==> src/rtl/core/bb3_pkg.sv <==
// shared types and constants of the 3x3 box blur stream
package bb3_pkg;

  // field widths
  localparam int FW_W  = 13;
  localparam int FH_W  = 16;
  localparam int PIX_W = 8;
  localparam int ROW_W = 16;
  localparam int COL_W = 12;
  localparam int SUM_W = 12;

  // default geometry and line store size
  localparam int              MAX_WIDTH_DEF    = 4096;
  localparam logic [FW_W-1:0] FRAME_WIDTH_RST  = 13'd640;
  localparam logic [FH_W-1:0] FRAME_HEIGHT_RST = 16'd480;

  // register indexes on the config port
  localparam logic REG_FRAME_WIDTH  = 1'b0;
  localparam logic REG_FRAME_HEIGHT = 1'b1;

  // result queue between front and back
  localparam int QUEUE_DEPTH = 4;

  // divide by 9 as multiply by ceil(2^16/9) and shift
  localparam logic [12:0] DIV9_MUL   = 13'd7282;
  localparam int          DIV9_SHIFT = 16;

  // result slots of one pixel, in emit order
  localparam int SLOT_PREV_LEFT = 0;  // row y-1, column x-1
  localparam int SLOT_PREV_END  = 1;  // row y-1, column x at end of row
  localparam int SLOT_CUR       = 2;  // pixel on last row or tiny frame

  // one queued pixel with up to three results
  typedef struct packed {
    logic [2:0]       en;
    logic             avg;
    logic             frame_end;
    logic [ROW_W-1:0] row;
    logic [COL_W-1:0] col;
    logic [SUM_W-1:0] v1;
    logic [PIX_W-1:0] mid;
    logic [PIX_W-1:0] pix;
  } bb3_entry_t;

endpackage

==> src/rtl/core/bb3_queue.sv <==
// small result queue between the front and back ends
module bb3_queue (
  input  logic                clk,
  input  logic                rst,
  input  logic                push,
  input  bb3_pkg::bb3_entry_t push_data,
  output logic                full,
  output logic                valid,
  output bb3_pkg::bb3_entry_t data,
  input  logic                pop
);
  import bb3_pkg::*;

  localparam int PW = (QUEUE_DEPTH > 1) ? $clog2(QUEUE_DEPTH) : 1;
  localparam int CW = $clog2(QUEUE_DEPTH + 1);

  bb3_entry_t    slots [QUEUE_DEPTH];
  logic [PW-1:0] wr_ptr;
  logic [PW-1:0] rd_ptr;
  logic [CW-1:0] count;

  assign full  = count == CW'(QUEUE_DEPTH);
  assign valid = count != '0;
  assign data  = slots[rd_ptr];

  // pointers and fill level
  always_ff @(posedge clk) begin
    if (rst) begin
      wr_ptr <= '0;
      rd_ptr <= '0;
      count  <= '0;
    end else begin
      if (push) begin
        wr_ptr <= (wr_ptr == PW'(QUEUE_DEPTH - 1)) ? '0 : wr_ptr + PW'(1);
      end
      if (pop) begin
        rd_ptr <= (rd_ptr == PW'(QUEUE_DEPTH - 1)) ? '0 : rd_ptr + PW'(1);
      end
      if (push && !pop) begin
        count <= count + CW'(1);
      end else if (pop && !push) begin
        count <= count - CW'(1);
      end
    end
  end

  // storage
  always_ff @(posedge clk) begin
    if (push) begin
      slots[wr_ptr] <= push_data;
    end
  end

  a_no_overflow: assert property (@(posedge clk) disable iff (rst) push |-> !full)
    else $error("queue push while full");
  a_no_underflow: assert property (@(posedge clk) disable iff (rst) pop |-> valid)
    else $error("queue pop while empty");
  a_count_range: assert property (@(posedge clk) disable iff (rst)
    count <= CW'(QUEUE_DEPTH))
    else $error("queue count out of range");

endmodule

==> config.mk <==
export PLATFORM = sky130hd
export DESIGN_NAME = bb3_queue
export DESIGN_NICKNAME = d
export VERILOG_FILES = /design/src/rtl/core/bb3_pkg.sv /design/src/rtl/core/bb3_queue.sv
export SDC_FILE = /design/constraint.sdc
export NUM_CORES = 1
export LEC_CHECK = 0
export ABC_AREA = 1
export BUFFER_PORTS_ARGS = -buffer_cell sky130_fd_sc_hd__buf_2
export CORE_MARGIN = 5
export CORE_UTILIZATION = 57
export DETAILED_ROUTE_END_ITERATION = 6
export PLACE_DENSITY = 0.88
export SKIP_LAST_GASP = 1
export SYNTH_ARGS = -nofsm -noshare
export SYNTH_HDL_FRONTEND = slang
export SYNTH_SLANG_ARGS = --single-unit
export TNS_END_PERCENT = 5
==> constraint.sdc <==
create_clock -name clk -period 3 [get_ports clk]
set_input_delay 0.6 -clock clk [delete_from_list [all_inputs] [get_ports clk]]
set_output_delay 0.6 -clock clk [all_outputs]
set_load 0.01 [all_outputs]
[Word level (Yosys, flattened, before mapping)]
Memories as Yosys holds them, arrays and structs flattened. A register that Yosys moved wholly into a read port is not among the register bits.
Cells that the tools add are included.
Storage, ports and cells
  bits in writable memories: 244
  bits in latches: 0
  memories: 1
  flip-flop bits (word level): 7
  memory bits (read-only): 0
  input bits: 65
Operators by class
  muxes and demuxes: 8
  bitwise gates (word level): 0
  order comparisons: 0
  reductions and logical operators: 6
  eq/ne operators: 3
  shift operators: 0
  multiply operators: 0
  divide/modulo/power cells: 0
  add/subtract/negate cells: 4
Memory list
  slots: depth 4, width 61, read ports 1, clocked after Yosys merged registers in 1, wr ports 1, line bb3_queue.sv:17  | bb3_entry_t slots [QUEUE_DEPTH];
Operators with widths (count)
  $mux W2: 4
  $mux W3: 2
  $add A2 B1 Y2 const B: 2
  $eq A2 B2 Y1 const B: 2
  $add A3 B1 Y3 const B: 1
  $eq A3 B3 Y1 const B: 1
  $reduce_bool A3 Y1: 1
  $sub A3 B1 Y3 const B: 1
  $logic_and A1 B1 Y1: 2
  $logic_not A1 Y1: 2
  $mux W1: 2
  $reduce_bool A2 Y1: 1

[Depth between registers and ports, before layout]
Gate-level depths: netlist (run 1).
  depth in word-level cells: 4
  gate-level depth with buffers: 10
  depth with buffers taken out: 10

[Worst setup path before layout (run 1)]
Ideal clock, no wire load.
  kind: input to register
  from: in push
  to: mem slots[3][0] in the netlist's numbering, enable pin
  cell stages on the path: 2
  data required time: 2.585 ns
  buffers on the path: 0
  arrival time: 1.823 ns
  library setup time: 0.415 ns
  slack: 0.762 ns
  path through: nand2_1 inv_1
On the way
  cells in the longest elaborated chain, start to end: 2
RTL lines
  start, declared: line bb3_queue.sv:5  | input logic push,
  $mux W1: line bb3_queue.sv:49  | if (push) begin
  $mux W1 (implied by the code): line bb3_queue.sv:50  | slots[wr_ptr] <= push_data;
  end, declared: line bb3_queue.sv:17
Every way passes these cells.

==> flow_summary.yaml, run 1 <==
status:
  run_status: "complete, no violations"
die:
  placement_rows: 48
  coreArea_sq_um: 17300
  die_width_um: 143
  floorplan.io_pins: 128
  start_util_pct: 58.3
  die_height_um: 143
  die_area_sq_um: 20400
routing:
  routedWlPerCell_um: 19.4
  firstDrtPassIters: 5
  detail_route.drc_violations: 0
  drt_iter0_drc: 455
  routed_via_density: 5.69
  routed_wirelength_um: 20000
  num_vias: 5848
  final_antenna_net_count: 0
synthesis:
  synth_area_sq_um: 10100
  synth_top_cells_by_area: "edfxtp_1 73%, o22ai_2 5.0%, o21ai_0 4.7%"
  net_count_after_synthesis: 721
  number_of_synthesized_flops_with_an_enable_pin: 244
  synth_sequential_area_ratio_pct: 74.5
  synthesis.area_per_instance_sq_um: 15.5
  synth.distinct_cells: 24
  yosys_warnings: 0
  ys_dominant_reg_cell: "edfxtp_1"
  async_flop_share_pct: 0
  yosys_register_bits: 253
  syn_inst: 649
  post-synth-top-area-cell: "edfxtp_1"
  synthDominantCellAreaShare_pct: 72.7
clocking:
  numCtsBuffers: 25
  cts_max_level: 1
  cts.hold.buffers_added: 0
  clock-root-buffer: "clkbuf_16"
  post_cts.resized_instances: 0
  clock_sink_count: 253
  cts_buffer_depth: 3
  postCtsSetupRepairBufs: 0
  clk-insertion-delay-late_ns: 0.50
  cts.clk_slew.worst_paths_ns: 0.06
  cts_tree: "built"
hold_path:
  holdCritStartpoint: "push_data[46]"
  holdCritPathClass: "in -> reg"
pwr:
  total_switching_power_w: 0.00181
  vdd_ir_drop_max_uv: 833
  power_density_nw_per_um2: 683
  power.clock.fraction_pct: 38.4
  internal-power_w: 0.00620
  leakage_nw: 4.12
  p_sw_share_pct: 22.6
  pwr-share-seq_pct: 51.0
  pwr-share-comb_pct: 10.5
grt:
  grt_antenna_before_repair: 1
  globalRoute.totalOverflow: 0
  grt_pass1_wl_um: 31200
  vias_in_the_first_global_route: 5917
  grt_usage_pct: 19.4
  maximum_number_of_pins_on_one_net_before_global_route_repair: 46
critical_path:
  r2r_slack_ns: 1.24
  criticalPathCategory: "reg -> out"
  required_ns: 2.40
  setup.worst_path.start_class: "flip-flop"
  worst_path_dominant_cell_family: "buffers and inverters"
  cp_cell_sequence: "inv_6, buf_4, o21ai_0, o22ai_1, buf_2"
  worst_path_max_delay_cell: "dfxtp_4"
  worst_path_buffer_plus_inverter_count: 3
  cp.arrival_ns: 2.04
  slowest_delay_ns: 0.36
  crit_fanout: 32
  worst-r2r-cell-count: 5
  critical_path.reg2reg.startpoint: "wr_ptr[1]"
  regToRegEndpoint: "slots[1][31]"
  worst_setup_path_end_kind: "output pin"
  critPathCapture: "data[11]"
  cp.depth: 5
sta:
  setup_tns_ns: 0
  worst_clock_skew_ns: 0.0111
  post-route-min-period_ns: 2.64
  rsz0062_at_grt: "no"
  maxClockFrequency_mhz: 379
  min_period_over_period_pct: 87.9
  tightestPinTransition_ns: 0.676
  finalSetupViolCount: 0
  final-max-slew-violation-count: 0
  max_slew_margin_pct: 54.9
  final.setup.worst_slack_ns: 0.363
  timing.hold.ws_ns: 0.312
  finalHoldViolations: 0
finish:
  layout-drive-gt1-share_pct: 33.9
  nNetsFinal: 857
  finalInstanceArea_sq_um: 11700
  area_growth_pct: 16.3
  utilization_pct: 67.8
  nFillCells: 1172
flow_run:
  max_cap_viols: 0
place:
  routabilityCongestion: 0.730
  placedInstanceArea_sq_um: 10900
  port-buffer-count: 127
  dp.final_hpwl_um: 12000
  worst_case_setup_slack_after_placement_ns: 0.936
state kept, by name, summed over array words and instances, names as in the netlist, named ones only:
name,count
slots,244
count,3
rd_ptr,2
wr_ptr,2
placed cells by master (no fill, tap or decap), types with 7 or more instances in the layout:
cell type / netlist / routed
edfxtp_1: 244 / 244
nor2_1: 91 / 91
nor2_4: 40 / 40
o22ai_1: 21 / 21
buf_2: 10 / 127
o22ai_2: 40 / 40
nand2_1: 9 / 9
inv_1: 14 / 10
o21ai_0: 95 / 95
buf_4: 3 / 18
o21ai_1: 29 / 29
dfxtp_1: 9 / 7
clkbuf_16: 0 / 25
synthesized netlist by cell type, drive strengths merged (3+ instances only):
| master | number |
|---|---|
| a21oi | 3 |
| inv | 16 |
| clkbuf | 16 |
| buf | 22 |
| ha | 6 |
| dfxtp | 9 |
| o21ai | 125 |
| edfxtp | 244 |
| o22ai | 61 |
| nor2 | 131 |
| nand2 | 9 |
| nor3 | 3 |
kinds of logic (layout without fill, tap and decap cells):
logic type | Yosys count | after routing | share of synthesized area [%]
flops | 253 | 253 | 74.5
compound gates | 189 | 189 | 12.7
simple gates | 145 | 145 | 8.46
buf+inv | 54 | 207 | 3.35
fa+ha+maj | 7 | 7 | 0.944
xor+xnor | 1 | 1 | 0.0869
other cells | 0 | 1 | 0
through the flow:
step / power, W / cells
after global routing: 0.00831 / 1027
after detailed placement: 0.00501 / 983
final: 0.00801 / 1028
after CTS: 0.00807 / 1027
after floorplan: 0.00469 / 649
after global placement: 0.00497 / 983
cell type report:
cell class	count	area, sq um	area share [%]
sequential	253	7510	64.1
multi-input combinational	342	2230	19.0
timing repair buffer	147	811	6.92
clock buffer	28	637	5.43
tap	225	282	2.40
clock inverter	16	180	1.54
inverter	16	65.1	0.555
antenna	1	2.50	0.0213
power groups by stage:
stage	logic [W]	clock network [W]	registers, W
floorplan	0.000533	0	0.00415
global placement	0.000820	0	0.00415
detailed placement	0.000846	0	0.00416
CTS	0.000854	0.00313	0.00409
global route	0.000930	0.00329	0.00410
finish	0.000844	0.00308	0.00409
worst min path at each step:
stage          slack [ns]  cells past startpoint      endpoint
2_1_floorplan        0.49                      2     wr_ptr[1]
3_3_place_gp         0.52                      2     wr_ptr[1]
3_5_place_dp         0.52                      3      count[2]
4_1_cts              0.29                      1   slots[0][9]
5_1_grt              0.30                      1   slots[3][7]
6_report             0.31                      1  slots[2][46]
metal layers:
layer | vias up | routed length, um | track usage [%]
li1 | 2706 | - | -
met3 | 31 | 1550 | 3.32
met4 | 2 | 333 | 4.75
met1 | 2891 | 7850 | 26.5
met2 | 218 | 10200 | 32.8
met5 | - | 20 | 0
(Power assumes the default switching activity.)
==> run 2: changes to the inputs <==
- CTS_BUF_LIST: unset -> sky130_fd_sc_hd__clkbuf_4 sky130_fd_sc_hd__clkbuf_8 sky130_fd_sc_hd__clkbuf_16
==> flow_summary.yaml, run 2 (same netlist as run 1, synthesis figures left out) <==
clocking:
  cts_buffer_depth: 3
  cts_max_level: 1
  clock_sink_count: 253
  cts_tree: "built"
  postCtsSetupRepairBufs: 0
  clk-insertion-delay-late_ns: 0.50
  cts.clk_slew.worst_paths_ns: 0.06
  clock-root-buffer: "clkbuf_16"
  post_cts.resized_instances: 0
  cts.hold.buffers_added: 0
  numCtsBuffers: 25
critical_path:
  r2r_slack_ns: 1.24
  critical_path.reg2reg.startpoint: "wr_ptr[1]"
  worst-r2r-cell-count: 5
  setup.worst_path.start_class: "flip-flop"
  cp.arrival_ns: 2.03
  worst_setup_path_end_kind: "output pin"
  crit_fanout: 32
  regToRegEndpoint: "slots[1][31]"
  criticalPathCategory: "reg -> out"
  required_ns: 2.40
sta:
  final-max-slew-violation-count: 0
  max_slew_margin_pct: 54.6
  setup_tns_ns: 0
  worst_clock_skew_ns: 0.0113
  min_period_over_period_pct: 87.5
  maxClockFrequency_mhz: 381
  tightestPinTransition_ns: 0.680
  finalHoldViolations: 0
  finalSetupViolCount: 0
  post-route-min-period_ns: 2.63
  rsz0062_at_grt: "no"
finish:
  area_growth_pct: 16.4
  nFillCells: 1170
  biggest_regs: "slots x244, count x3"
  largest-register: "slots"
  utilization_pct: 67.8
  nNetsFinal: 857
  largest_register_ffs: 244
  mostFrequentLayoutCells: "244 x edfxtp_1, 127 x buf_2, 95 x o21ai_0"
  layout_commonest_cell: "edfxtp_1"
  layout-drive-gt1-share_pct: 34.3
die:
  coreArea_sq_um: 17300
  die_area_sq_um: 20400
  floorplan.io_pins: 128
  start_util_pct: 58.3
  die_width_um: 143
  placement_rows: 48
  die_height_um: 143
flow_run:
  max_cap_viols: 0
routing:
  drt_iter0_drc: 456
  firstDrtPassIters: 5
  routed_wirelength_um: 20000
  detail_route.drc_violations: 0
  routedWlPerCell_um: 19.4
  routed_via_density: 5.68
  final_antenna_net_count: 0
  num_vias: 5841
grt:
  globalRoute.totalOverflow: 0
  grt_antenna_before_repair: 1
  vias_in_the_first_global_route: 5917
  grt_usage_pct: 19.4
  grt_pass1_wl_um: 31200
  maximum_number_of_pins_on_one_net_before_global_route_repair: 46
hold_path:
  min_delay_path_depth: 1
  holdCritPathClass: "in -> reg"
  holdCritStartpoint: "push_data[46]"
  hold-path-endpoint: "slots[2][46]"
pwr:
  power.clock.fraction_pct: 38.6
  leakage_nw: 4.13
  vdd_ir_drop_max_uv: 831
  total_switching_power_w: 0.00181
  p_sw_share_pct: 22.5
  power_density_nw_per_um2: 685
  pwr-share-comb_pct: 10.5
  pwr-share-seq_pct: 50.9
  internal-power_w: 0.00623
status:
  run_status: "complete, no violations"
place:
  routabilityCongestion: 0.730
  dp.final_hpwl_um: 12000
  port-buffer-count: 127
run 2: cell counts in the layout (fill, tap and decap cells not counted):
No cell type changed its count.
run 2: power by group through the flow:
stage | Combinational, W | Sequential, W | Clock, W
4_1_cts | 0.000855 | 0.00409 | 0.00315
6_report | 0.000844 | 0.00409 | 0.00310
5_1_grt | 0.000930 | 0.00410 | 0.00331
2_1_floorplan | 0.000533 | 0.00415 | 0
3_5_place_dp | 0.000846 | 0.00416 | 0
3_3_place_gp | 0.000820 | 0.00415 | 0
run 2: layout make-up:
class,count,area (sq um),area share [%]
Antenna cell,1,2.50,0.0213
Clock buffer,28,648,5.52
Clock inverter,16,180,1.54
Inverter,16,65.1,0.555
Multi-Input combinational cell,342,2230,19.0
Sequential cell,253,7510,64.0
Tap cell,225,282,2.40
Timing Repair Buffer,147,811,6.91
run 2: through the flow:
stage / std cells / setup slack (ns) / hold WS, ns / instance area, sq um / power, W
after global routing: 1027 / 0.275 / 0.300 / 11700 / 0.00834
after floorplan: 649 / 0.762 / 0.490 / 10100 / 0.00469
after detailed placement: 983 / 0.936 / 0.524 / 10900 / 0.00501
after CTS: 1027 / 0.359 / 0.293 / 11700 / 0.00810
final: 1028 / 0.375 / 0.310 / 11700 / 0.00803
after global placement: 983 / 0.980 / 0.515 / 10900 / 0.00497
run 2: critical path, cell delays in order (launching register included):
cell and delay, ns:
dfxtp_4 0.37, inv_6 0.31, buf_4 0.32, o21ai_0 0.13
o22ai_1 0.22, buf_2 0.18
run 2: worst max path at each step:
stage	startpoint	endpoint	slack, ns
final	flip-flop	data[11]	0.37
after global routing	flip-flop	data[11]	0.27
after CTS	flip-flop	data[11]	0.36
after detailed placement	flip-flop	data[17]	0.94
after global placement	flip-flop	data[37]	0.98
after floorplan	push	slots[3][0]	0.76
run 2: per-layer routing:
metal | up-vias | global-route usage (%) | wire length [um]
li1 | 2707 | - | -
met1 | 2883 | 26.5 | 7860
met2 | 218 | 32.9 | 10200
met3 | 31 | 3.32 | 1500
met4 | 2 | 4.75 | 333
met5 | - | 0 | 20
==> run 3: changes to the inputs <==
- ABC_AREA: 1 -> 0
==> flow_summary.yaml, run 3 <==
finish:
  mostFrequentLayoutCells: "244 x edfxtp_1, 127 x buf_2, 60 x mux4_2"
  biggest_regs: "slots x244, count x3"
  area_growth_pct: 18.0
  layout-drive-gt1-share_pct: 44.8
  largest_register_ffs: 244
  layout_commonest_cell: "edfxtp_1"
  largest-register: "slots"
  nNetsFinal: 583
  antennaDiodeCount: 0
  finalInstanceArea_sq_um: 11000
synthesis:
  yosys_register_bits: 253
  yosys_warnings: 0
  syn_inst: 363
  synth_sequential_area_ratio_pct: 80.6
  synth.cells.most_frequent: "244 x edfxtp_1, 60 x mux4_2, 9 x dfxtp_1, 7 x nor2_1"
  synth-xor-area-share_pct: 0.188
  number_of_synthesized_flops_with_an_enable_pin: 244
  post-synth-top-area-cell: "edfxtp_1"
  synth_compound_gate_area_share_pct: 0.161
  net_count_after_synthesis: 435
  synthesis.area_per_instance_sq_um: 25.7
  post-synth-top-count-cell: "edfxtp_1"
  synth.distinct_cells: 19
  synth_top_cells_by_area: "edfxtp_1 79%, mux4_2 15%, dfxtp_1 1.9%"
  ys_dominant_reg_cell: "edfxtp_1"
  synthDominantCellAreaShare_pct: 78.7
  synthSimpleGateAreaFrac_pct: 0.847
  async_flop_share_pct: 0
  synth_adder_area_share_pct: 1.02
  synth_area_sq_um: 9310
  synth_top_family_by_area: "multiplexers"
  synth.mux.area_fraction_pct: 15.2
clocking:
  cts.clk_slew.worst_paths_ns: 0.06
  cts.hold.buffers_added: 0
  clk-insertion-delay-late_ns: 0.51
  clock-root-buffer: "clkbuf_16"
  post_cts.resized_instances: 0
  postCtsSetupRepairBufs: 0
  clock_sink_count: 253
  cts_buffer_depth: 3
  numCtsBuffers: 25
  cts_tree: "built"
  cts_max_level: 1
place:
  worst_case_setup_slack_after_placement_ns: 0.801
  dp.final_hpwl_um: 10600
  port-buffer-count: 127
  placedInstanceArea_sq_um: 10200
  routabilityCongestion: 0.716
die:
  coreArea_sq_um: 15900
  die_area_sq_um: 19000
  placement_rows: 46
  start_util_pct: 58.4
  die_height_um: 138
  floorplan.io_pins: 128
  die_width_um: 138
routing:
  num_vias: 4177
  firstDrtPassIters: 4
  routed_via_density: 5.64
  final_antenna_net_count: 0
  routed_wirelength_um: 16700
  detail_route.drc_violations: 0
  drt_iter0_drc: 227
  routedWlPerCell_um: 22.6
sta:
  finalSetupViolCount: 0
  worst_clock_skew_ns: 0.0145
  post-route-min-period_ns: 2.71
  final-max-slew-violation-count: 0
  final.setup.worst_slack_ns: 0.293
  setup_tns_ns: 0
  max_slew_margin_pct: 63.0
  maxClockFrequency_mhz: 369
  min_period_over_period_pct: 90.2
  rsz0062_at_grt: "no"
  finalHoldViolations: 0
  tightestPinTransition_ns: 0.555
flow_run:
  max_cap_viols: 0
critical_path:
  cp_cell_sequence: "buf_12, mux4_2, buf_2"
  crit_fanout: 32
  cp.arrival_ns: 2.11
  required_ns: 2.40
  setup.worst_path.start_class: "flip-flop"
  regToRegEndpoint: "slots[2][17]"
  worst_path_buffer_plus_inverter_count: 2
  critical_path.reg2reg.startpoint: "wr_ptr[0]"
  worst-r2r-cell-count: 4
  worst_setup_path_end_kind: "output pin"
  worst_path_max_delay_cell: "mux4_2"
  criticalPathCategory: "reg -> out"
  worst_path_dominant_cell_family: "multiplexers"
  slowest_delay_ns: 0.57
  r2r_slack_ns: 1.30
hold_path:
  min_delay_path_depth: 1
  holdCritPathClass: "in -> reg"
  holdCritStartpoint: "push_data[29]"
  hold-path-endpoint: "slots[2][29]"
grt:
  grt_pass1_wl_um: 25600
  grt_usage_pct: 18.1
  grt_antenna_before_repair: 1
  maximum_number_of_pins_on_one_net_before_global_route_repair: 38
  vias_in_the_first_global_route: 4636
  globalRoute.totalOverflow: 0
pwr:
  power_w: 0.00771
  power_density_nw_per_um2: 702
  vdd_ir_drop_max_uv: 515
  leakage_nw: 3.75
status:
  run_status: "complete, no violations"
==> run 3: worst reg2reg max path, stage by stage, from the launching register on <==
cell and delay, ns:
dfxtp_1 0.35, inv_1 0.09, ha_1 0.14, and2_4 0.51, buf_12 0.28
==> run 3: layout make-up <==
type,instances,area [sq um]
clock buffers,28,648
clock inverters,12,131
fillers,997,4960
inverters,4,15.0
multi-input cells,92,1630
flip-flops and latches,253,7510
well taps,216,270
repair buffers,135,771
==> run 3: worst max path at each step <==
stage | to | start | depth (start not counted)
floorplan | slots[0][0] | push | 1
global placement | data[27] | flip-flop | 3
detailed placement | data[42] | flip-flop | 3
CTS | data[5] | flip-flop | 3
global route | data[42] | flip-flop | 3
finish | data[5] | flip-flop | 3
==> run 3: metrics by stage <==
stage,utilization [%],hold slack (ns),std cells
3_5_place_dp,64.0,0.521,700
2_1_floorplan,-,0.455,363
5_1_grt,68.9,0.298,740
4_1_cts,68.9,0.288,740
3_3_place_gp,64.0,0.472,700
6_report,68.9,0.308,740
==> run 3: cell families (layout without fill, tap and decap cells) <==
group,after synthesis,count (layout)
XOR/XNOR,2,2
adder cells (fa/ha/maj),7,7
AO/OA/AOI/OAI,3,3
multiplexers,65,65
flip-flops,253,253
AND/OR/NAND/NOR,15,15
buffers and inverters,18,179
==> run 3: report_power, final <==
group / internal, W / total, W / switching, W / leakage (nW)
clock: 0.00179 / 0.00296 / 0.00117 / 0.386
combinational: 0.000307 / 0.000646 / 0.000338 / 1.04
sequential: 0.00405 / 0.00411 / 0.0000640 / 2.32
total: 0.00614 / 0.00771 / 0.00157 / 3.75
==> run 3: metal layers <==
metal	routed length [um]	up-vias	share of wire [%]	GRT usage (%)
li1	-	1843	-	-
met1	6550	2156	39	23.7
met2	8830	150	53	31.8
met3	1050	26	6.3	3.54
met4	299	2	1.8	4.39
met5	19	-	0.11	0
