`src/rtl/core/bb3_pkg.sv`:
```
// shared types and constants of the 3x3 box blur stream
package bb3_pkg;

  // field widths
  localparam int FW_W  = 13;
  localparam int FH_W  = 16;
  localparam int PIX_W = 8;
  localparam int ROW_W = 16;
  localparam int COL_W = 12;
  localparam int SUM_W = 12;

  // default geometry and line store size
  localparam int              MAX_WIDTH_DEF    = 4096;
  localparam logic [FW_W-1:0] FRAME_WIDTH_RST  = 13'd640;
  localparam logic [FH_W-1:0] FRAME_HEIGHT_RST = 16'd480;

  // register indexes on the config port
  localparam logic REG_FRAME_WIDTH  = 1'b0;
  localparam logic REG_FRAME_HEIGHT = 1'b1;

  // result queue between front and back
  localparam int QUEUE_DEPTH = 4;

  // divide by 9 as multiply by ceil(2^16/9) and shift
  localparam logic [12:0] DIV9_MUL   = 13'd7282;
  localparam int          DIV9_SHIFT = 16;

  // result slots of one pixel, in emit order
  localparam int SLOT_PREV_LEFT = 0;  // row y-1, column x-1
  localparam int SLOT_PREV_END  = 1;  // row y-1, column x at end of row
  localparam int SLOT_CUR       = 2;  // pixel on last row or tiny frame

  // one queued pixel with up to three results
  typedef struct packed {
    logic [2:0]       en;
    logic             avg;
    logic             frame_end;
    logic [ROW_W-1:0] row;
    logic [COL_W-1:0] col;
    logic [SUM_W-1:0] v1;
    logic [PIX_W-1:0] mid;
    logic [PIX_W-1:0] pix;
  } bb3_entry_t;

endpackage

```
`src/rtl/core/bb3_back.sv`:
```
// back end: splits queued pixels into result transactions, divides by 9
module bb3_back (
  input  logic                        clk,
  input  logic                        rst,
  input  logic                        q_valid,
  input  bb3_pkg::bb3_entry_t         q_entry,
  output logic                        q_pop,
  output logic                        out_valid,
  input  logic                        out_stall,
  output logic [bb3_pkg::PIX_W-1:0]   pixel_out,
  output logic [bb3_pkg::ROW_W-1:0]   out_row,
  output logic [bb3_pkg::COL_W-1:0]   out_col,
  output logic                        last_of_step,
  output logic                        last_of_frame
);
  import bb3_pkg::*;

  localparam int PROD_W = SUM_W + 13;

  logic [2:0]        done;
  logic [2:0]        rem;
  logic [2:0]        sel;
  logic              is_last;
  logic              load;
  logic [PROD_W-1:0] prod;
  logic [PIX_W-1:0]  avg_val;
  logic [PIX_W-1:0]  val_next;
  logic [ROW_W-1:0]  row_next;
  logic [COL_W-1:0]  col_next;
  logic              frame_next;

  // next result of the head entry
  always_comb begin
    rem = q_entry.en & ~done;
    priority if (rem[SLOT_PREV_LEFT]) begin
      sel = 3'b001 << SLOT_PREV_LEFT;
    end else if (rem[SLOT_PREV_END]) begin
      sel = 3'b001 << SLOT_PREV_END;
    end else begin
      sel = 3'b001 << SLOT_CUR;
    end
    is_last = (rem & ~sel) == 3'b000;
  end

  // truncated mean by reciprocal multiply
  assign prod    = PROD_W'(q_entry.v1) * PROD_W'(DIV9_MUL);
  assign avg_val = prod[DIV9_SHIFT +: PIX_W];

  // result fields
  always_comb begin
    priority if (sel[SLOT_PREV_LEFT]) begin
      val_next   = q_entry.avg ? avg_val : q_entry.v1[PIX_W-1:0];
      row_next   = q_entry.row - ROW_W'(1);
      col_next   = q_entry.col - COL_W'(1);
      frame_next = 1'b0;
    end else if (sel[SLOT_PREV_END]) begin
      val_next   = q_entry.mid;
      row_next   = q_entry.row - ROW_W'(1);
      col_next   = q_entry.col;
      frame_next = 1'b0;
    end else begin
      val_next   = q_entry.pix;
      row_next   = q_entry.row;
      col_next   = q_entry.col;
      frame_next = q_entry.frame_end;
    end
  end

  assign load  = q_valid && (!out_valid || !out_stall);
  assign q_pop = load && is_last;

  // output register valid and slot progress
  always_ff @(posedge clk) begin
    if (rst) begin
      out_valid <= 1'b0;
      done      <= 3'b000;
    end else begin
      if (load) begin
        out_valid <= 1'b1;
      end else if (!out_stall) begin
        out_valid <= 1'b0;
      end
      if (q_pop) begin
        done <= 3'b000;
      end else if (load) begin
        done <= done | sel;
      end
    end
  end

  // output payload
  always_ff @(posedge clk) begin
    if (load) begin
      pixel_out     <= val_next;
      out_row       <= row_next;
      out_col       <= col_next;
      last_of_step  <= is_last;
      last_of_frame <= frame_next;
    end
  end

  a_frame_end_last: assert property (@(posedge clk) disable iff (rst)
    out_valid && last_of_frame |-> last_of_step)
    else $error("frame end not on last result of its pixel");
  a_pop_valid: assert property (@(posedge clk) disable iff (rst) q_pop |-> q_valid)
    else $error("pop without a head entry");
  a_done_subset: assert property (@(posedge clk) disable iff (rst)
    q_valid |-> (done & ~q_entry.en) == 3'b000)
    else $error("progress mask outside head entry results");

endmodule
```
`config.mk`:
```
export PLATFORM = sky130hd
export DESIGN_NAME = bb3_back
export DESIGN_NICKNAME = d
export VERILOG_FILES = /design/src/rtl/core/bb3_pkg.sv /design/src/rtl/core/bb3_back.sv
export SDC_FILE = /design/constraint.sdc
export NUM_CORES = 1
export LEC_CHECK = 0
export BUFFER_PORTS_ARGS = -buffer_cell sky130_fd_sc_hd__buf_2
export CAP_MARGIN = 20
export CELL_PAD_IN_SITES_DETAIL_PLACEMENT = 1
export CELL_PAD_IN_SITES_GLOBAL_PLACEMENT = 2
export CORE_ASPECT_RATIO = 1.1
export CORE_MARGIN = 1
export CORE_UTILIZATION = 34
export CTS_CLUSTER_SIZE = 28
export DETAILED_ROUTE_END_ITERATION = 10
export PLACE_DENSITY_LB_ADDON = 0.1
export SYNTH_ARGS = -nofsm -noshare
export SYNTH_HDL_FRONTEND = slang
export SYNTH_SLANG_ARGS = --single-unit
```
`constraint.sdc`:
```
create_clock -name clk -period 5.75 [get_ports clk]
set_input_delay 0 -clock clk [delete_from_list [all_inputs] [get_ports clk]]
set_output_delay 0 -clock clk [all_outputs]
set_load 0.01 [all_outputs]
```
### Word-level counts from Yosys, hierarchy flattened

Index checks and enable logic that the tools add are counted.

* add/subtract/negate cells: 2
* multiply operators: 1
* equal/unequal tests: 1
* muxes and demuxes: 10
* bitwise logic cells: 5
* reductions and logical operators: 8

Operators with widths (number)
* 2-to-1 mux 16 bit: 2
* 2-to-1 mux 8 bit: 3
* multiplier 12 x 12 -> 23 bit, second input constant: 1
* subtractor 16 x 1 -> 16 bit, second input constant: 1
* 2-to-1 mux 12 bit: 1
* subtractor 12 x 1 -> 12 bit, second input constant: 1
* bitwise AND 3 bit: 2
* 2-to-1 mux 3 bit: 2
* NOT 3 bit: 2
* OR reduction 2 bit: 2
* zero test 3 bit: 1
* bitwise OR 3 bit: 1
* logical AND 1 bit: 2
* zero test 1 bit: 2
* 2-to-1 mux 1 bit: 2
* inequality test 2 x 1 -> 1 bit, second input constant: 1
* logical OR 1 bit: 1

* flip-flop bits (word level): 42
* word-level logic and storage cells: 34

### Longest topological paths before layout

Gate-level depths: netlist of the first run.

* depth after elaboration: 9
* mapped depth: 19
* depth with buffers taken out: 19

### Least setup slack after synthesis of the first run

No wires, ideal clock.

* path type: in2reg
* start point: input port q_entry[23] in the netlist's numbering
* end point: register pixel_out[4] in the netlist's numbering, data pin
* library setup time: 271 ps
* arrival time: 4139 ps
* required time: 5479 ps
* setup slack: 1340 ps
* stages on the path: 19
* path buffers: 0
* path through: inv_1 > fa_1 > inv_1 > ha_1 > inv_1 > fa_1 > inv_1 > fa_1 > inv_1 > fa_1 > inv_1 > ha_1 > a21o_1 > a211oi_1 > nand3_1 > a41o_1 > a41oi_1 > xnor2_1 > o21ai_0

* cells in the longest elaborated chain, start to end: 3

Ends and longest elaborated chain
* start: declaration: RTL line bb3_back.sv:6 `input bb3_pkg::bb3_entry_t q_entry,`
* multiplier 12 x 12 -> 23 bit: RTL line bb3_back.sv:46 `assign prod = PROD_W'(q_entry.v1) * PROD_W'(DIV9_MUL);`
* 2-to-1 mux 8 bit: RTL line bb3_back.sv:52 `val_next = q_entry.avg ? avg_val : q_entry.v1[PIX_W-1:0];`
* 2-to-1 mux 8 bit: RTL line bb3_back.sv:51 `priority if (sel[SLOT_PREV_LEFT]) begin`
* named net val_next[4]: RTL line bb3_back.sv:27 `logic [PIX_W-1:0] val_next;`
* end signal: assignment: RTL line bb3_back.sv:94 `pixel_out <= val_next;`
* end: declaration: RTL line bb3_back.sv:10 `output logic [bb3_pkg::PIX_W-1:0] pixel_out,`

The timed path passes the listed nets, and every way through them passes these cells.
A chain may end at the register's enable or synchronous reset.

### Worst setup path in the final report of the first run

Ends and elaborated chain as after synthesis.

==> results of run 1 <==
worst max-delay path: cells and delay by family:
family	cells	cell delay (ns)
buf+inv	7	0.52
simple gates	1	0.15
xor+xnor	1	0.15
compound gates	5	1.07
fa+ha+maj	6	2.72
repair_timing:
action,CTS,global route
hold buffers,2,0
gates resized for setup,0,0
hold endpoints to repair,1,0
cell type report:
cell class                      instances  area (um2)
Clock buffer                            5         125
Clock inverter                          3        16.3
Fill cell                            1368        6620
Inverter                               60         225
Multi-Input combinational cell        275        2600
Sequential cell                        42        1220
Tap cell                              150         188
Timing Repair Buffer                  107         548
layer usage:
| layer | vias up | GRT usage [%] |
|---|---|---|
| li1 | 1554 | - |
| met1 | 1565 | 22.0 |
| met2 | 70 | 33.5 |
| met3 | 9 | 1.90 |
| met4 | 0 | 5.28 |
| met5 | - | 0 |
sequential cells by signal, summed over array words and instances, names as in the netlist:
name           count
pixel_out          8
out_col           12
last_of_step       1
done               3
out_valid          1
last_of_frame      1
out_row           16
cells in the final DEF, fill, tap and decap left out, types with 2 or more instances in the layout:
master	instances
a211oi_1	2
a21o_1	5
a21oi_1	18
a222oi_1	8
a31oi_1	2
and2_1	3
and4_1	2
buf_2	104
clkbuf_16	5
dfxtp_1	4
dlygate4sd3_1	2
edfxtp_1	38
fa_1	29
ha_1	68
inv_1	60
nand2_1	19
nand3_1	3
nand4_1	3
nor2_1	20
nor3_1	6
nor4_1	3
o21ai_0	19
o21bai_1	2
or3_1	2
or3_4	2
or4_1	2
xnor2_1	22
xor2_1	16
cell families (layout without fill, tap and decap cells):
kind of cell    Yosys count  after routing  synth area share [%]
compound gates           67             67                  10.7
flops                    42             42                  30.1
xor+xnor                 38             38                  8.21
buf+inv                  63            175                  6.02
fa+ha+maj                97             97                  35.3
simple gates             73             73                  9.66
per-stage QoR:
| step | cell area, um2 | setup WS, ns | total power, mW | hold slack (ns) |
|---|---|---|---|---|
| finish | 4920 | 1.16 | 1.81 | 0.0137 |
| global route | 4920 | 0.829 | 1.99 | 0.0179 |
| CTS | 4920 | 1.13 | 1.85 | 0.0110 |
| detailed placement | 4760 | 0.838 | 1.56 | 0.180 |
| global placement | 4760 | 0.927 | 1.55 | 0.178 |
| floorplan | 4060 | 1.34 | 1.20 | 0.0724 |
path summary, 6_finish.rpt:
kind / start / end / slack (ns) / cells past startpoint
max: q_entry[23] / pixel_out[4] / 1.16 / 20
min: q_entry[55] / out_row[15] / 0.01 / 2
max reg2reg: done[1] / out_row[13] / 3.54 / 7
min reg2reg: done[1] / done[1] / 0.47 / 2
power by group:
| group | internal [mW] | switching, mW | leakage [nW] |
|---|---|---|---|
| Combinational | 0.480 | 0.685 | 1.92 |
| Sequential | 0.372 | 0.00772 | 0.402 |
| Clock | 0.158 | 0.109 | 0.0672 |
| Total | 1.01 | 0.802 | 2.39 |
==> impl_metrics.ini, run 1 <==
[setup_path]
crit_fanout = 5
cp_cell_sequence = buf_2 > inv_1 > fa_1 > inv_1 > ha_1 > inv_1 > fa_1 > inv_1 > fa_1 > inv_1 > fa_1 > inv_1 > ha_1 > a21o_1 > a211oi_1 > nand3_1 > a41o_1 > a41oi_1 > xnor2_1 > o21ai_0
worstSetupPathType = input pin to flip-flop
worstPathRequired_ns = 5.77
cp.arrival_ns = 4.61
cp-end-kind = flip-flop
critical-path-max-stage-delay_ns = 0.54
cpMostUsedCell = inv_1
critical-path-slowest-cell = fa_1
worstSetupStartpointType = input pin

[sta]
rsz0062_at_grt = no
period_needed_ns = 4.59
finalCritPeriodShare_pct = 79.9
drv_slew = 0
timing.fmax_mhz = 218
fin_setup_tns_ns = 0
final_hold_viol_count = 0
clock_skew_ns = 0.00637
maxSlewHeadroom_pct = 57.1
setup_viol = 0
worstMarginPinSlew_ns = 0.642

[yosys]
synth.most_common_cell = ha_1
avgSynthCellArea_um2 = 10.7
synth_top_area_share_pct = 28.1
synth_area_leaders = edfxtp_1 28%, ha_1 21%, fa_1 14%
async_reset_ff_share_pct = 0
synth_common_cells = 68 x ha_1, 60 x inv_1, 38 x edfxtp_1, 29 x fa_1, 22 x xnor2_1
synth_flop_cell = edfxtp_1
netlist.top_cell.by_area = edfxtp_1
synth-edff-count = 38
synth_seq_cells = 42
synthesis.nets = 542
yosysSeqAreaShare_pct = 30.1
syn_area_um2 = 4060
syn_inst = 380
yosys_warnings = 0
yosysUniqueCellTypes = 46

[place]
port_buffers = 104
dp_hpwl_um = 9340
placedCellCount = 632
gp_congestion = 0.854

[global_route]
grt_pass1_vias = 3343
overflow = 0
grt_pass1_wl_um = 17000
grt_max_degree = 43
grt_antenna_before_repair = 0
gr-usage-all-layers_pct = 18.0

[clock_network]
clk_latency_ns = 0.28
ctsHtreeMaxLevel = 2
path_clk_slew_ns = 0.06
cts_setup_buffers = 0
cts.path.max_buffers = 2
cts_root_buffer = clkbuf_16
clkSinkCount = 42
cts_tree = done
numCtsBuffers = 5

[layout]
antenna_cells = 0
final_util_pct = 42.7
fin_cells = 642
area_growth_pct = 21.4
drive_gt1_share_pct = 24.2
nets = 653

[floorplanning]
start_util_pct = 35.1
die_h_um = 117
dieArea_um2 = 12400
ios = 105
rows = 41
die_w_um = 106
core-area_um2 = 11500

[route]
drcViolationCount = 0
viasPerCell = 4.98
wl_met2_um = 5690
drtIter0Drc = 71
wl_met1_um = 4480
routed_wl_um = 10700
dr.pass1.iters = 5
wl_met3_um = 345
routed.top_layer = met4
ant_nets = 0
routedWlPerCell_um = 16.6
vias = 3198

[power]
power_leakage_nw = 2.39
ir_drop_v = 0.000293
cellPowerDensity_nw_per_um2 = 368

[min_path]
hp-class = input pin to flip-flop

[job]
drv_cap = 0

[run_status]
outcome = completed
Note: power is estimated with default switching activity, not from simulation.
==> inputs of run 2 (changes only) <==
==> constraint.sdc (replaced) <==
create_clock -name clk -period 4.36 [get_ports clk]
set_input_delay 0 -clock clk [delete_from_list [all_inputs] [get_ports clk]]
set_output_delay 0 -clock clk [all_outputs]
set_load 0.01 [all_outputs]
==> impl_metrics.ini, run 2 (synthesis results as in run 1) <==
[route]
drtIter0Drc = 76
ant_nets = 0
routedWlPerCell_um = 16.2
viasPerCell = 4.94
drcViolationCount = 0
dr.pass1.iters = 5
routed_wl_um = 10800
vias = 3283

[clock_network]
numCtsBuffers = 5
cts.path.max_buffers = 2
clkSinkCount = 42
clk_latency_ns = 0.29
ctsHtreeMaxLevel = 2
cts_tree = done
cts_root_buffer = clkbuf_16
path_clk_slew_ns = 0.06

[sta]
finalCritPeriodShare_pct = 94.8
final_hold_viol_count = 0
clock_skew_ns = 0.00466
timing.final.ws_setup_ns = 0.229
drv_slew = 0
period_needed_ns = 4.13
maxSlewHeadroom_pct = 55.7
worstMarginPinSlew_ns = 0.663
timing.fmax_mhz = 242
setup_viol = 0
holdWs_ns = 0.0113
rsz0062_at_grt = no

[place]
dp_hpwl_um = 9360
post-place-ws_ns = -0.351
gp_congestion = 0.884
dpl_cell_area_um2 = 4940
port_buffers = 104

[global_route]
grt_pass1_wl_um = 17500
grt_pass1_vias = 3464
grt_max_degree = 43
overflow = 0
grt_antenna_before_repair = 0
gr-usage-all-layers_pct = 18.3

[layout]
design_area_um2 = 5200
fillers = 1349
reg_top3 = out_row: 16 flops, out_col: 12 flops, pixel_out: 8 flops
regMostFlops = out_row
largest_register_ffs = 16
final_cell_mix = 104 x buf_2, 66 x ha_1, 59 x inv_1, 38 x edfxtp_1, 29 x fa_1
area_growth_pct = 28.2
drive_gt1_share_pct = 29.9
nets = 676
antenna_cells = 0
final_common_cell = buf_2

[run_status]
outcome = completed

[setup_path]
cp-end-kind = flip-flop
cpMostUsedCell = inv_1
crit_fanout = 3
crit_buf_inv = 7
critical-path-slowest-cell = fa_1
r2r-start = done[1]
critical-path-max-stage-delay_ns = 0.55
worstSetupPathType = input pin to flip-flop
cp_cell_sequence = buf_2 > inv_1 > fa_1 > inv_2 > ha_4 > inv_1 > fa_1 > inv_1 > fa_1 > inv_1 > fa_1 > inv_1 > ha_4 > a21o_1 > a211oi_2 > nand3_2 > a41o_1 > a31oi_1 > xor2_1 > o21ai_1
critical_path.top_delay_family = adder cells
cp.arrival_ns = 4.16
critPathLaunch = q_entry[25]
worstSetupStartpointType = input pin
worstPathRequired_ns = 4.38

[min_path]
hp-class = input pin to flip-flop
hp-start = q_entry[58]

[floorplanning]
die_h_um = 117
die_w_um = 106
start_util_pct = 35.1
ios = 105
core-area_um2 = 11500
rows = 41
dieArea_um2 = 12400

[power]
cellPowerDensity_nw_per_um2 = 522
power_leakage_nw = 2.53
ir_drop_v = 0.000339

[job]
drv_cap = 0
run 2: cell count changes in the layout (fill, tap and decap cells not counted), moves of 2 or more:
cell     before  now
a21oi_1      18   15
ha_1         68   66
buf_4         1   24
a21oi_2       0    3
ha_4          0    2
run 2: worst paths after layout:
path	end	slack, ns	cells after the start
min	done[0]	0.01	3
max reg2reg	out_row[15]	2.19	7
max	pixel_out[3]	0.23	20
min reg2reg	done[1]	0.47	2
run 2: routing by layer:
layer | part of all wire (%) | track usage [%]
met1 | 41 | 21.6
met2 | 54 | 34.7
met3 | 3.8 | 2.18
met4 | 1.1 | 5.46
met5 | 0 | 0
run 2: layout make-up:
type                    instances  area (um2)  share of cell area [%]
flip-flops and latches         42        1220                    23.5
clock buffers                   7         143                    2.74
multi-input cells             275        2670                    51.4
inverters                      60         225                    4.33
well taps                     150         188                    3.61
repair buffers                130         721                    13.9
clock inverters                 1        30.0                   0.577
run 2: what timing repair did:
item / CTS / global route
endpoints found under the hold margin: 1 / 0
buffers inserted: 0 / 1
gates resized for setup: 3 / 9
hold buffers: 2 / 0
pin swaps: 4 / 13
endpoints found under the setup margin: 2 / 7
run 2: through the flow:
step	std cells	util, %	setup TNS, ns	total power, mW
after floorplan	380	-	0	1.60
after global placement	654	42.8	-1.22	2.16
after detailed placement	654	42.8	-1.88	2.18
after CTS	664	44.6	0	2.65
after global routing	665	45.1	0	2.97
final	665	45.1	0	2.71
run 2: power by group:
part	internal (mW)	switching (mW)
clock network	0.286	0.149
logic	0.791	0.987
registers	0.490	0.00867
run 2: tightest hold or removal path: stages:
cell     delay (ns)
buf_2          0.12
a21oi_1        0.07
nor2_1         0.07
==> inputs of run 3 (changes only) <==
--- a/config.mk
+++ b/config.mk
@@ -12,8 +12,9 @@
 export CORE_ASPECT_RATIO = 1.1
 export CORE_MARGIN = 1
 export CORE_UTILIZATION = 34
-export CTS_CLUSTER_SIZE = 28
+export CTS_CLUSTER_SIZE = 24
 export DETAILED_ROUTE_END_ITERATION = 10
+export MAX_ROUTING_LAYER = met4
 export PLACE_DENSITY_LB_ADDON = 0.1
 export SYNTH_ARGS = -nofsm -noshare
 export SYNTH_HDL_FRONTEND = slang
==> constraint.sdc (replaced) <==
create_clock -name clk -period 4.36 [get_ports clk]
set_input_delay 0.436 -clock clk [delete_from_list [all_inputs] [get_ports clk]]
set_output_delay 0.436 -clock clk [all_outputs]
set_load 0.01 [all_outputs]
==> impl_metrics.ini, run 3 (synthesis results as in run 1) <==
[floorplanning]
rows = 41
start_util_pct = 35.1
core-area_um2 = 11500
ios = 105
dieArea_um2 = 12400
die_w_um = 106
die_h_um = 117

[sta]
timing.fmax_mhz = 230
clock_skew_ns = 0.00562
maxSlewHeadroom_pct = 57.1
drv_slew = 0
rsz0062_at_grt = yes
period_needed_ns = 4.35
finalCritPeriodShare_pct = 99.7
worstMarginPinSlew_ns = 0.641
setup_viol = 0
fin_setup_tns_ns = 0
final_hold_viol_count = 0

[layout]
regMostFlops = out_row
reg_top3 = out_row: 16 flops, out_col: 12 flops, pixel_out: 8 flops
final_cell_mix = 99 x buf_2, 58 x ha_1, 52 x inv_1, 47 x buf_4, 38 x edfxtp_1
antenna_cells = 0
nets = 698
largest_register_ffs = 16
fillers = 1312
seqCellArea_um2 = 1220
final_common_cell = buf_2
fin_cells = 687
area_growth_pct = 36.2
drive_gt1_share_pct = 37.1
multiInputGateArea_um2 = 2800

[clock_network]
clk_latency_ns = 0.28
path_clk_slew_ns = 0.06
cts_tree = done
cts_root_buffer = clkbuf_16
clkSinkCount = 42
ctsHtreeMaxLevel = 2
numCtsBuffers = 5
cts.path.max_buffers = 2

[route]
drtIter0Drc = 77
routed_wl_um = 11200
dr.pass1.iters = 4
drcViolationCount = 0
viasPerCell = 4.91
routedWlPerCell_um = 16.3
vias = 3371
ant_nets = 0

[place]
gp_congestion = 0.912
placedCellCount = 676
dp_hpwl_um = 9760
port_buffers = 104

[setup_path]
critPathLaunch = q_entry[24]
critical-path-slowest-cell = fa_1
worstSetupStartpointType = input pin
crit_fanout = 3
worstSetupPathType = input pin to flip-flop
worstPathRequired_ns = 4.38
r2r-start = done[1]
cp-end-kind = flip-flop
cp.arrival_ns = 4.36
critical-path-max-stage-delay_ns = 0.54
cpMostUsedCell = fa_1
cp_cell_sequence = buf_8 > inv_4 > fa_1 > inv_2 > ha_4 > inv_2 > fa_1 > inv_1 > fa_1 > inv_1 > fa_1 > inv_2 > ha_4 > a21o_1 > a211oi_2 > nand3_2 > a41o_1 > a31oi_1 > xor2_1 > o21ai_1

[power]
ir_drop_v = 0.000380
combPwrFrac_pct = 70.1
seqPwrFrac_pct = 16.2
p_clk_share_pct = 13.6
power_leakage_nw = 2.65
internal-power_mw = 1.81
switchingPower_mw = 1.26
cellPowerDensity_nw_per_um2 = 557
swShare_pct = 41.1

[min_path]
hp-class = input pin to flip-flop
hp-start = rst

[global_route]
overflow = 0
grt_pass1_wl_um = 18000
grt_pass1_vias = 3530
grt_antenna_before_repair = 0
grt_max_degree = 43
gr-usage-all-layers_pct = 19.6

[run_status]
outcome = completed

[job]
drv_cap = 0
-- run 3: cell count changes in the layout (fill, tap and decap cells not counted), moves of 7 or more --
cell     before  now
o21ai_1       1    8
ha_4          2    9
buf_4        24   47
o21ai_0      18   10
inv_1        59   52
ha_1         66   58
-- run 3: final timing paths --
kind | depth (start not counted) | slack (ns) | to
worst max-delay path | 20 | 0.01 | pixel_out[3]
worst min-delay path | 2 | 0.32 | out_valid
worst max register to register | 7 | 2.18 | out_row[15]
worst min register to register | 2 | 0.47 | done[1]
-- run 3: area by class of cell --
class	instances	area share, %
repair buffers	152	16.6
clock inverters	2	0.680
inverters	60	4.17
clock buffers	6	2.33
flip-flops and latches	42	22.1
multi-input cells	275	50.7
well taps	150	3.40
-- run 3: what timing repair did --
item | 4_1_cts | 5_1_grt
pin swaps | 9 | 19
gates resized for setup | 15 | 32
setup endpoints to repair | 7 | 8
setup buffers | 1 | 2
hold buffers | 0 | 0
-- run 3: power groups by stage --
stage                     clock network (mW)  registers, mW  logic [mW]
after CTS                              0.431          0.500        2.00
after floorplan                            0          0.531        1.10
final                                  0.420          0.500        2.16
after global routing                   0.445          0.503        2.40
after detailed placement                   0          0.509        1.89
after global placement                     0          0.508        1.85
-- run 3: metrics by stage --
step	area [um2]	hold slack [ns]	utilization, %	total power, mW	setup WS (ns)
2_1_floorplan	4100	0.428	-	1.63	-0.0496
3_3_place_gp	5130	0.446	44.5	2.36	-0.352
3_5_place_dp	5130	0.458	44.5	2.40	-0.414
4_1_cts	5390	0.314	46.7	2.94	0.00447
5_1_grt	5520	0.322	47.8	3.35	-0.193
6_report	5520	0.322	47.8	3.08	0.0149
-- run 3: layer usage --
layer | share of wire (%) | routed length [um] | GRT usage [%] | vias to the layer above
met5 | 0 | 0 | - | -
li1 | - | - | - | 1644
met4 | 1.4 | 155 | 5.19 | 0
met2 | 54 | 6060 | 36.1 | 67
met1 | 41 | 4630 | 22.4 | 1650
met3 | 3.3 | 372 | 2.51 | 10
-- run 3: worst max-delay path, delay by kind of cell --
kind	cells	cell delay [ns]
AND/OR/NAND/NOR	1	0.12
AO/OA/AOI/OAI	5	0.87
adder cells (fa/ha/maj)	6	2.45
XOR/XNOR	1	0.16
buffers and inverters	7	0.34
